<file path="src/rtl/art_pkg.sv">
// ----------------------------------------------------------------------------
// art_pkg
// Shared types and constants of the acknowledgement retransmit tracker.
// ----------------------------------------------------------------------------
package art_pkg;

    localparam int TABLE_DEPTH = 16;
    localparam int IDX_W       = (TABLE_DEPTH > 1) ? $clog2(TABLE_DEPTH) : 1;

    localparam int ID_W      = 32;
    localparam int TIME_W    = 32;
    localparam int TMO_W     = 16;
    localparam int RETRY_W   = 4;
    localparam int CFG_IDX_W = 8;
    localparam int CFG_DAT_W = 16;

    localparam logic [TMO_W-1:0]   TIMEOUT_RESET = TMO_W'(200);
    localparam logic [RETRY_W-1:0] RETRY_RESET   = RETRY_W'(3);

    localparam logic [CFG_IDX_W-1:0] CFG_TIMEOUT     = CFG_IDX_W'(0);
    localparam logic [CFG_IDX_W-1:0] CFG_MAX_RETRIES = CFG_IDX_W'(1);

    typedef enum logic [1:0] {
        REQ_SEND  = 2'd0,
        REQ_ACK   = 2'd1,
        REQ_CHECK = 2'd2
    } req_t;

    typedef enum logic [2:0] {
        EV_TRANSMIT    = 3'd0,
        EV_RETRANSMIT  = 3'd1,
        EV_GIVE_UP     = 3'd2,
        EV_ACKED       = 3'd3,
        EV_ACK_UNKNOWN = 3'd4,
        EV_FULL        = 3'd5,
        EV_DONE        = 3'd6
    } ev_t;

    typedef struct packed {
        logic load;
        logic scan_clr;
        logic scan_step;
        logic adv_prev;
        logic write_send;
        logic remove_match;
        logic apply_best;
        logic emit;
        ev_t  ev;
    } ctl_cmd_t;

    typedef struct packed {
        req_t req_type;
        logic scan_last;
        logic match_found;
        logic free_found;
        logic best_found;
        logic timed_out;
        logic retry_ok;
        logic out_free;
    } dp_stat_t;

endpackage

</file>
<file path="src/rtl/art_ctrl.sv">
// ----------------------------------------------------------------------------
// art_ctrl
// Sequencer: table scans per request, decisions and result emission.
// ----------------------------------------------------------------------------
module art_ctrl (
    input  logic              aclk,
    input  logic              aresetn,
    input  logic              s_tvalid,
    input  art_pkg::req_t     in_req,
    output logic              s_tready,
    input  art_pkg::dp_stat_t st,
    output art_pkg::ctl_cmd_t cmd
);
    import art_pkg::*;

    typedef enum logic [2:0] {
        ST_IDLE,
        ST_SCAN,
        ST_SEND,
        ST_ACK,
        ST_CHECK
    } state_t;

    state_t state_reg;
    state_t state_next;
    logic   s_tready_reg;
    logic   accept;

    assign accept   = s_tvalid && s_tready_reg;
    assign s_tready = s_tready_reg;

    always_comb begin
        cmd        = '0;
        cmd.ev     = EV_DONE;
        state_next = state_reg;
        unique case (state_reg)
            ST_IDLE: begin
                if (accept) begin
                    cmd.load     = 1'b1;
                    cmd.scan_clr = 1'b1;
                    if (in_req == REQ_SEND || in_req == REQ_ACK || in_req == REQ_CHECK) begin
                        state_next = ST_SCAN;
                    end
                end
            end
            ST_SCAN: begin
                cmd.scan_step = 1'b1;
                if (st.scan_last) begin
                    unique case (st.req_type)
                        REQ_SEND: state_next = ST_SEND;
                        REQ_ACK:  state_next = ST_ACK;
                        default:  state_next = ST_CHECK;
                    endcase
                end
            end
            ST_SEND: begin
                if (st.out_free) begin
                    cmd.emit       = 1'b1;
                    cmd.write_send = st.match_found || st.free_found;
                    cmd.ev         = (st.match_found || st.free_found) ? EV_TRANSMIT : EV_FULL;
                    state_next     = ST_IDLE;
                end
            end
            ST_ACK: begin
                if (st.out_free) begin
                    cmd.emit         = 1'b1;
                    cmd.remove_match = st.match_found;
                    cmd.ev           = st.match_found ? EV_ACKED : EV_ACK_UNKNOWN;
                    state_next       = ST_IDLE;
                end
            end
            ST_CHECK: begin
                if (!st.best_found) begin
                    if (st.out_free) begin
                        cmd.emit   = 1'b1;
                        cmd.ev     = EV_DONE;
                        state_next = ST_IDLE;
                    end
                end else if (!st.timed_out) begin
                    cmd.adv_prev = 1'b1;
                    cmd.scan_clr = 1'b1;
                    state_next   = ST_SCAN;
                end else if (st.out_free) begin
                    cmd.emit       = 1'b1;
                    cmd.apply_best = 1'b1;
                    cmd.adv_prev   = 1'b1;
                    cmd.scan_clr   = 1'b1;
                    cmd.ev         = st.retry_ok ? EV_RETRANSMIT : EV_GIVE_UP;
                    state_next     = ST_SCAN;
                end
            end
            default: state_next = ST_IDLE;
        endcase
    end

    always_ff @(posedge aclk) begin
        if (!aresetn) begin
            state_reg    <= ST_IDLE;
            s_tready_reg <= 1'b0;
        end else begin
            state_reg    <= state_next;
            s_tready_reg <= (state_next == ST_IDLE);
        end
    end

`ifndef ASSERT_OFF
    a_emit_needs_room: assert property (@(posedge aclk) disable iff (!aresetn)
        cmd.emit |-> st.out_free)
        else $error("result emitted while output register occupied");
    a_busy_not_ready: assert property (@(posedge aclk) disable iff (!aresetn)
        (state_reg == ST_SCAN) |=> !s_tready_reg || (state_reg == ST_IDLE))
        else $error("input ready during table scan");
    a_scan_ends: assert property (@(posedge aclk) disable iff (!aresetn)
        (state_reg == ST_SCAN && st.scan_last) |=> state_reg != ST_SCAN)
        else $error("scan did not end on last entry");
`endif

endmodule

</file>
<file path="src/rtl/art_datapath.sv">
// ----------------------------------------------------------------------------
// art_datapath
// Entry table, configuration registers, scan registers and output register.
// ----------------------------------------------------------------------------
module art_datapath (
    input  logic                            aclk,
    input  logic                            aresetn,
    input  art_pkg::ctl_cmd_t               cmd,
    output art_pkg::dp_stat_t               st,
    input  art_pkg::req_t                   in_req,
    input  logic [art_pkg::ID_W-1:0]        in_id,
    input  logic [art_pkg::TIME_W-1:0]      in_now,
    input  logic                            cfg_we,
    input  logic [art_pkg::CFG_IDX_W-1:0]   cfg_addr,
    input  logic [art_pkg::CFG_DAT_W-1:0]   cfg_wdata,
    input  logic                            m_tready,
    output logic                            m_tvalid,
    output art_pkg::ev_t                    m_ev,
    output logic [art_pkg::ID_W-1:0]        m_id,
    output logic [art_pkg::RETRY_W-1:0]     m_attempt,
    output logic                            m_last
);
    import art_pkg::*;

    logic [TMO_W-1:0]   timeout_reg;
    logic [RETRY_W-1:0] max_retries_reg;
    logic [ID_W-1:0]    next_auto_reg;
    logic [ID_W-1:0]    next_auto_inc;

    logic               valid_reg   [TABLE_DEPTH];
    logic [ID_W-1:0]    id_reg      [TABLE_DEPTH];
    logic [TIME_W-1:0]  stamp_reg   [TABLE_DEPTH];
    logic [RETRY_W-1:0] retries_reg [TABLE_DEPTH];

    req_t               req_reg;
    logic [ID_W-1:0]    req_id_reg;
    logic [TIME_W-1:0]  now_reg;

    logic [IDX_W-1:0]   idx_reg;
    logic               match_found_reg;
    logic [IDX_W-1:0]   match_slot_reg;
    logic [RETRY_W-1:0] match_retries_reg;
    logic               free_found_reg;
    logic [IDX_W-1:0]   free_slot_reg;
    logic               best_found_reg;
    logic [IDX_W-1:0]   best_slot_reg;
    logic [ID_W-1:0]    best_id_reg;
    logic [TIME_W-1:0]  best_stamp_reg;
    logic [RETRY_W-1:0] best_retries_reg;
    logic               have_prev_reg;
    logic [ID_W-1:0]    prev_id_reg;

    logic               out_valid_reg;
    ev_t                out_ev_reg;
    logic [ID_W-1:0]    out_id_reg;
    logic [RETRY_W-1:0] out_att_reg;
    logic               out_last_reg;

    logic               e_valid;
    logic [ID_W-1:0]    e_id;
    logic [TIME_W-1:0]  e_stamp;
    logic [RETRY_W-1:0] e_retries;
    logic [TIME_W-1:0]  elapsed;
    logic               out_free;
    logic               better;
    logic [IDX_W-1:0]   wslot;

    assign e_valid   = valid_reg[idx_reg];
    assign e_id      = id_reg[idx_reg];
    assign e_stamp   = stamp_reg[idx_reg];
    assign e_retries = retries_reg[idx_reg];

    assign elapsed       = now_reg - best_stamp_reg;
    assign out_free      = !out_valid_reg || m_tready;
    assign next_auto_inc = next_auto_reg + ID_W'(1);
    assign wslot         = match_found_reg ? match_slot_reg : free_slot_reg;
    assign better        = e_valid && (!have_prev_reg || e_id > prev_id_reg)
                           && (!best_found_reg || e_id < best_id_reg);

    always_comb begin
        st.req_type    = req_reg;
        st.scan_last   = (idx_reg == IDX_W'(TABLE_DEPTH - 1));
        st.match_found = match_found_reg;
        st.free_found  = free_found_reg;
        st.best_found  = best_found_reg;
        st.timed_out   = elapsed > {{(TIME_W-TMO_W){1'b0}}, timeout_reg};
        st.retry_ok    = best_retries_reg < max_retries_reg;
        st.out_free    = out_free;
    end

    // configuration, request capture and auto id
    always_ff @(posedge aclk) begin
        if (!aresetn) begin
            timeout_reg     <= TIMEOUT_RESET;
            max_retries_reg <= RETRY_RESET;
            next_auto_reg   <= ID_W'(1);
        end else begin
            if (cfg_we && cfg_addr == CFG_TIMEOUT) begin
                timeout_reg <= cfg_wdata;
            end
            if (cfg_we && cfg_addr == CFG_MAX_RETRIES) begin
                max_retries_reg <= cfg_wdata[RETRY_W-1:0];
            end
            if (cmd.load && in_req == REQ_SEND && in_id == '0) begin
                next_auto_reg <= (next_auto_inc == '0) ? ID_W'(1) : next_auto_inc;
            end
        end
    end

    always_ff @(posedge aclk) begin
        if (cmd.load) begin
            req_reg    <= in_req;
            req_id_reg <= (in_req == REQ_SEND && in_id == '0) ? next_auto_reg : in_id;
            now_reg    <= in_now;
        end
    end

    // scan registers
    always_ff @(posedge aclk) begin
        if (!aresetn) begin
            idx_reg         <= '0;
            match_found_reg <= 1'b0;
            free_found_reg  <= 1'b0;
            best_found_reg  <= 1'b0;
            have_prev_reg   <= 1'b0;
        end else begin
            if (cmd.load) begin
                have_prev_reg <= 1'b0;
            end else if (cmd.adv_prev) begin
                have_prev_reg <= 1'b1;
            end
            if (cmd.scan_clr) begin
                idx_reg         <= '0;
                match_found_reg <= 1'b0;
                free_found_reg  <= 1'b0;
                best_found_reg  <= 1'b0;
            end else if (cmd.scan_step) begin
                idx_reg <= idx_reg + IDX_W'(1);
                if (e_valid && e_id == req_id_reg && !match_found_reg) begin
                    match_found_reg <= 1'b1;
                end
                if (!e_valid && !free_found_reg) begin
                    free_found_reg <= 1'b1;
                end
                if (better) begin
                    best_found_reg <= 1'b1;
                end
            end
        end
    end

    always_ff @(posedge aclk) begin
        if (cmd.adv_prev) begin
            prev_id_reg <= best_id_reg;
        end
        if (cmd.scan_step) begin
            if (e_valid && e_id == req_id_reg && !match_found_reg) begin
                match_slot_reg    <= idx_reg;
                match_retries_reg <= e_retries;
            end
            if (!e_valid && !free_found_reg) begin
                free_slot_reg <= idx_reg;
            end
            if (better) begin
                best_slot_reg    <= idx_reg;
                best_id_reg      <= e_id;
                best_stamp_reg   <= e_stamp;
                best_retries_reg <= e_retries;
            end
        end
    end

    // entry table
    always_ff @(posedge aclk) begin
        if (!aresetn) begin
            for (int i = 0; i < TABLE_DEPTH; i++) begin
                valid_reg[i] <= 1'b0;
            end
        end else begin
            if (cmd.write_send) begin
                valid_reg[wslot] <= 1'b1;
            end
            if (cmd.remove_match) begin
                valid_reg[match_slot_reg] <= 1'b0;
            end
            if (cmd.apply_best && !st.retry_ok) begin
                valid_reg[best_slot_reg] <= 1'b0;
            end
        end
    end

    always_ff @(posedge aclk) begin
        if (cmd.write_send) begin
            id_reg[wslot]      <= req_id_reg;
            stamp_reg[wslot]   <= now_reg;
            retries_reg[wslot] <= '0;
        end
        if (cmd.apply_best && st.retry_ok) begin
            stamp_reg[best_slot_reg]   <= now_reg;
            retries_reg[best_slot_reg] <= best_retries_reg + RETRY_W'(1);
        end
    end

    // output register
    always_ff @(posedge aclk) begin
        if (!aresetn) begin
            out_valid_reg <= 1'b0;
        end else if (cmd.emit) begin
            out_valid_reg <= 1'b1;
        end else if (m_tready) begin
            out_valid_reg <= 1'b0;
        end
    end

    always_ff @(posedge aclk) begin
        if (cmd.emit) begin
            out_ev_reg <= cmd.ev;
            unique case (cmd.ev)
                EV_RETRANSMIT: begin
                    out_id_reg   <= best_id_reg;
                    out_att_reg  <= best_retries_reg + RETRY_W'(1);
                    out_last_reg <= 1'b0;
                end
                EV_GIVE_UP: begin
                    out_id_reg   <= best_id_reg;
                    out_att_reg  <= best_retries_reg;
                    out_last_reg <= 1'b0;
                end
                EV_ACKED: begin
                    out_id_reg   <= req_id_reg;
                    out_att_reg  <= match_retries_reg;
                    out_last_reg <= 1'b1;
                end
                EV_DONE: begin
                    out_id_reg   <= '0;
                    out_att_reg  <= '0;
                    out_last_reg <= 1'b1;
                end
                default: begin
                    out_id_reg   <= req_id_reg;
                    out_att_reg  <= '0;
                    out_last_reg <= 1'b1;
                end
            endcase
        end
    end

    assign m_tvalid  = out_valid_reg;
    assign m_ev      = out_ev_reg;
    assign m_id      = out_id_reg;
    assign m_attempt = out_att_reg;
    assign m_last    = out_last_reg;

`ifndef ASSERT_OFF
    a_auto_id_nonzero: assert property (@(posedge aclk) disable iff (!aresetn)
        next_auto_reg != '0)
        else $error("auto id counter reached zero");
    a_write_has_slot: assert property (@(posedge aclk) disable iff (!aresetn)
        cmd.write_send |-> (match_found_reg || free_found_reg))
        else $error("table write without a slot");
    a_emit_shows: assert property (@(posedge aclk) disable iff (!aresetn)
        cmd.emit |=> out_valid_reg)
        else $error("emitted result not presented");
    a_apply_has_best: assert property (@(posedge aclk) disable iff (!aresetn)
        cmd.apply_best |-> best_found_reg && valid_reg[best_slot_reg])
        else $error("check applied to an empty entry");
`endif

endmodule

</file>
<file path="src/rtl/ack_retransmit_tracker_unit.sv">
// ----------------------------------------------------------------------------
// ack_retransmit_tracker_unit
// Table of commands that await acknowledgement, with timeout retransmission.
// ----------------------------------------------------------------------------
// Input beats on s_*: tuser is the request kind (send, ack, check), tdata the
// command id and the current time. Result beats leave on m_*: tuser is the
// event code, tdata the id and attempt, tlast marks the final result of a
// request. Registers timeout and retry limit must be written on cfg_* only at
// idle by the user; the block itself does not enforce it. Every request scans
// the 16-entry table one entry per cycle through a single read port. A send or
// ack scans the table, then decides and registers its result; the decision
// waits while the output register is occupied, and the next beat is taken once
// it is made. A check selects entries in ascending id order with one full scan
// per selection, and waits whenever the receiver holds a waiting result back.
// Reset empties the table, sets the auto id to 1 and restores the registers;
// no clearing pass is needed. When the receiver stalls, the single output
// register holds its beat and the sequencer waits before the next result.
// ----------------------------------------------------------------------------
module ack_retransmit_tracker_unit (
    input  logic                            aclk,
    input  logic                            aresetn,
    input  logic                            s_tvalid,
    output logic                            s_tready,
    input  logic [63:0]                     s_tdata,  // cmd_id[31:0], now_ms[63:32]
    input  logic [1:0]                      s_tuser,  // req_type[1:0]
    output logic                            m_tvalid,
    input  logic                            m_tready,
    output logic [39:0]                     m_tdata,  // result_id[31:0], attempt[35:32], 0
    output logic [2:0]                      m_tuser,  // event_code[2:0]
    output logic                            m_tlast,
    input  logic                            cfg_valid,
    output logic                            cfg_ready,
    input  logic [art_pkg::CFG_IDX_W-1:0]   cfg_addr,
    input  logic [art_pkg::CFG_DAT_W-1:0]   cfg_wdata
);
    import art_pkg::*;

    ctl_cmd_t           cmd;
    dp_stat_t           st;
    req_t               in_req;
    ev_t                m_ev;
    logic [ID_W-1:0]    m_id;
    logic [RETRY_W-1:0] m_attempt;

    assign in_req    = req_t'(s_tuser);
    assign cfg_ready = 1'b1;
    assign m_tuser   = m_ev;
    assign m_tdata   = {4'b0000, m_attempt, m_id};

    art_ctrl u_ctrl (
        .aclk     (aclk),
        .aresetn  (aresetn),
        .s_tvalid (s_tvalid),
        .in_req   (in_req),
        .s_tready (s_tready),
        .st       (st),
        .cmd      (cmd)
    );

    art_datapath u_dp (
        .aclk      (aclk),
        .aresetn   (aresetn),
        .cmd       (cmd),
        .st        (st),
        .in_req    (in_req),
        .in_id     (s_tdata[31:0]),
        .in_now    (s_tdata[63:32]),
        .cfg_we    (cfg_valid),
        .cfg_addr  (cfg_addr),
        .cfg_wdata (cfg_wdata),
        .m_tready  (m_tready),
        .m_tvalid  (m_tvalid),
        .m_ev      (m_ev),
        .m_id      (m_id),
        .m_attempt (m_attempt),
        .m_last    (m_tlast)
    );

endmodule
</file>
<file path="config.mk">
export PLATFORM = sky130hd
export DESIGN_NAME = ack_retransmit_tracker_unit
export DESIGN_NICKNAME = d
export VERILOG_FILES = /design/src/rtl/art_pkg.sv /design/src/rtl/art_ctrl.sv /design/src/rtl/art_datapath.sv /design/src/rtl/ack_retransmit_tracker_unit.sv
export SDC_FILE = /design/constraint.sdc
export NUM_CORES = 2
export LEC_CHECK = 0
export ABC_AREA = 0
export BUFFER_PORTS_ARGS = -buffer_cell sky130_fd_sc_hd__buf_2
export CORE_MARGIN = 4
export CORE_UTILIZATION = 62
export DETAILED_ROUTE_END_ITERATION = 8
export MAX_ROUTING_LAYER = met4
export PLACE_DENSITY = 0.82
export SLEW_MARGIN = 5
export SYNTH_ARGS = -nofsm -noshare
export SYNTH_HDL_FRONTEND = slang
export SYNTH_SLANG_ARGS = --single-unit
</file>
<file path="constraint.sdc">
create_clock -name aclk -period 9.64 [get_ports aclk]
set_input_delay 0.964 -clock aclk [delete_from_list [all_inputs] [get_ports aclk]]
set_output_delay 0.964 -clock aclk [all_outputs]
set_load 0.02 [all_outputs]
</file>
==> impl_metrics.yaml <==
synth:
  async_flop_share_pct: 0
  syn_area_sq_um: 57430
  ys_ff_latch: 1395
  ys_types: 91
  yosys_warnings: 0
  syn-mean-instance-area_sq_um: 18.32
  ys.flop_type: "edfxtp_1"
  yosysSeqAreaShare_pct: 71.46
  postSynthCellCount: 3134
  synth_edf_count: 1310
timing:
  skew_ns: 0.02750
  setup_tns_ns: 0
  setup_violations: 0
  maxSlewHeadroom_pct: 19.73
  tightest_slew_ns: 1.204
  rsz0062_at_grt: "false"
  finalCriticalPeriod_ns: 7.129
  slew_violations: 0
  hold_viol_final: 0
  post-route-period-util_pct: 73.95
  holdWs_ns: 0.3873
  fmax_mhz: 140.3
cts:
  clk_latency_ns: 0.75
  cts-root-buf: "clkbuf_16"
  ctsResizeCount: 0
  htreeDepth: 4
  clk_pin_slew_ns: 0.06
  cts_buffers: 139
  cts_tree: "built"
  cts.path.max_buffers: 3
  post_cts_buffers: 0
  ctsHoldBuffers: 0
  cts_sinks: 1395
global_routing:
  antenna_found_initial: 0
  grt_start_max_net_pins: 84
  groute.usage.overall_pct: 30.25
  grt_pass1_vias: 32480
  grt_pass1_wl_mm: 211.1
  gr-total-overflow: 0
setup_path:
  crit_path_start_kind: "flop"
  r2r-start: "u_dp.now_reg[0]"
  crit_family: "simple AND/OR/NAND/NOR gates"
  cp_slowest_cell: "edfxtp_1"
  cp.buffers_inverters: 2
  cp.required_ns: 10.01
  crit_path_start: "u_dp.now_reg[0]"
  worstPathCellList: "inv_1 -> ha_1 -> fa_1 -> and2b_1 -> o2111ai_1 -> a2111oi_2 -> nor2_1 -> xnor2_1 -> ha_1 -> nand4_1 -> nor2_1 -> a221o_1 -> a211oi_1 -> o2111ai_1 -> a311o_1 -> nor4_2 -> nand4_2 -> and3_1 -> mux2_4 -> nor4_4 -> buf_4"
  end_kind: "flop"
  critical_path_arrival_ns: 7.49
  cp_slowest_stage_delay_ns: 0.66
  path_max_fanout: 36
  path_class: "flop to flop"
drt:
  drtAntennaViolNets: 0
  detail_route.first_pass.iterations: 5
  wl_met1_mm: 52.14
  dr_wl_met2_mm: 71.54
  drt_wl_total_mm: 141.1
  routed_via_density: 6.749
  post_drt_wl_per_cell_um: 30.10
  drtIter0Drc: 3957
  top_layer_used: "met4"
  route.met3.wl_mm: 12.53
  vias: 31627
  drc: 0
run_status:
  status: "complete, no violations"
placement:
  hpwl_mm: 80.41
  placed_cell_area_sq_um: 59880
  dp_cells: 4440
  port_buffers: 136
  place.gp.congestion: 0.9409
power_and_ir_drop:
  peakVddDrop_mv: 0.1996
  cellPowerDensity_nw_per_um2: 190.9
  cellLeakagePower_uw: 0.02099
  total_power_uw: 12250
flow_run:
  maxCapViolCount: 0
floorplanning:
  die_height_um: 312.3
  io_pins: 142
  core_area_sq_um: 91800
  start_util_pct: 62.55
  core.rowCount: 111
  dieWidth_um: 312.3
  dieArea_sq_um: 97560
layout:
  final_cell_mix: "edfxtp_1 (1310), mux4_2 (345), clkbuf_16 (143)"
  layout.cells.non_filler: 4686
  final_common_cell: "edfxtp_1"
  drive_gt1_share_pct: 23.58
  design_area_sq_um: 64160
  fin_nets: 3550
  fillCellCount: 5396
  n_antenna_cell: 0
  area_growth_pct: 11.73
worst_hold_path:
  min_from: "s_tdata[52]"
  worstHoldPathType: "primary input to flop"
==> path summary, 6_finish.rpt <==
| check | end | slack [ns] | depth (start not counted) |
|---|---|---|---|
| worst min register to register | u_dp.prev_id_reg[10] | 0.45 | 0 |
| worst max register to register | u_dp.stamp_reg[8][31] | 2.51 | 21 |
| worst min-delay path | u_dp.now_reg[20] | 0.39 | 1 |
| worst max-delay path | u_dp.stamp_reg[8][31] | 2.51 | 21 |
==> cells by family after synthesis <==
kind of cell,Yosys count,synth area share (%)
flip-flops,1395,71.46
buffers and inverters,270,1.850
adder cells (fa/ha/maj),117,2.562
AO/OA/AOI/OAI,360,4.229
multiplexers,370,13.98
XOR/XNOR,91,1.388
other,2,0.01308
AND/OR/NAND/NOR,529,4.514
==> synth_stat cells (4+ instances only) <==
| cell type | n | area (sq um) |
|---|---|---|
| nand3_1 | 37 | 185.2 |
| inv_1 | 135 | 506.7 |
| nand2b_1 | 17 | 106.4 |
| o21bai_1 | 4 | 30.03 |
| a22oi_1 | 7 | 52.55 |
| o311ai_0 | 4 | 35.03 |
| mux2i_1 | 22 | 220.2 |
| nor3_1 | 44 | 220.2 |
| nor2_1 | 145 | 544.3 |
| mux4_2 | 345 | 7770 |
| o21ai_0 | 84 | 420.4 |
| and3_1 | 9 | 56.30 |
| buf_4 | 5 | 37.54 |
| or4_1 | 4 | 30.03 |
| clkbuf_1 | 83 | 311.6 |
| nor4_1 | 27 | 168.9 |
| nand4_1 | 43 | 269.0 |
| o211ai_1 | 11 | 82.58 |
| o31ai_1 | 8 | 60.06 |
| a21o_1 | 73 | 548.0 |
| edfxtp_1 | 1310 | 39340 |
| and2_1 | 12 | 75.07 |
| xor2_1 | 28 | 245.2 |
| ha_1 | 116 | 1451 |
| or2_2 | 12 | 75.07 |
| buf_2 | 5 | 25.02 |
| o21a_1 | 17 | 127.6 |
| o2111ai_1 | 4 | 35.03 |
| a211oi_1 | 5 | 37.54 |
| buf_1 | 38 | 142.6 |
| dfxtp_1 | 85 | 1702 |
| nor2b_1 | 12 | 75.07 |
| o221ai_1 | 4 | 35.03 |
| a21oi_1 | 69 | 345.3 |
| nand2_1 | 130 | 488.0 |
| xnor2_1 | 63 | 551.8 |
| or3_1 | 15 | 93.84 |
| and4_1 | 5 | 43.79 |
| a2bb2oi_1 | 4 | 35.03 |
| o22ai_1 | 7 | 43.79 |
| a31oi_1 | 14 | 87.58 |
==> cell type report <==
| cell class | count | area (sq um) | area share (%) |
|---|---|---|---|
| Sequential cell | 1395 | 41060 | 64.00 |
| Multi-Input combinational cell | 1472 | 15590 | 24.30 |
| Clock buffer | 178 | 3720 | 5.797 |
| Tap cell | 1243 | 1555 | 2.424 |
| Timing Repair Buffer | 195 | 1161 | 1.810 |
| Clock inverter | 68 | 564.3 | 0.8795 |
| Inverter | 135 | 508.0 | 0.7917 |
==> stage by stage <==
stage	util [%]	setup slack, ns
finish	69.89	2.511
detailed placement	65.23	2.651
CTS	69.89	2.547
floorplan	-	0.9845
global route	69.89	2.124
global placement	65.23	2.756
==> power breakdown <==
part | leakage, uW | total, uW | internal (uW) | switching [uW]
Combinational | 0.00624 | 394 | 189 | 205
Clock | 0.00210 | 5150 | 2880 | 2270
Sequential | 0.0127 | 6700 | 6620 | 86.5
==> layer usage <==
layer,track usage [%],up-vias
met3,4.449,314
met1,40.14,16353
met5,-,-
met4,10.38,0
li1,-,13016
met2,49.07,1944
==> worst reg2reg max path, stage by stage (launching register included) <==
cell,delay [ns]
edfxtp_1,0.66
inv_1,0.12
ha_1,0.24
fa_1,0.41
and2b_1,0.26
o2111ai_1,0.17
a2111oi_2,0.64
nor2_1,0.20
xnor2_1,0.17
ha_1,0.30
nand4_1,0.17
nor2_1,0.07
a221o_1,0.32
a211oi_1,0.23
o2111ai_1,0.15
a311o_1,0.37
nor4_2,0.36
nand4_2,0.32
and3_1,0.39
mux2_4,0.40
nor4_4,0.21
buf_4,0.58
Note: power is estimated with default switching activity, not from simulation.
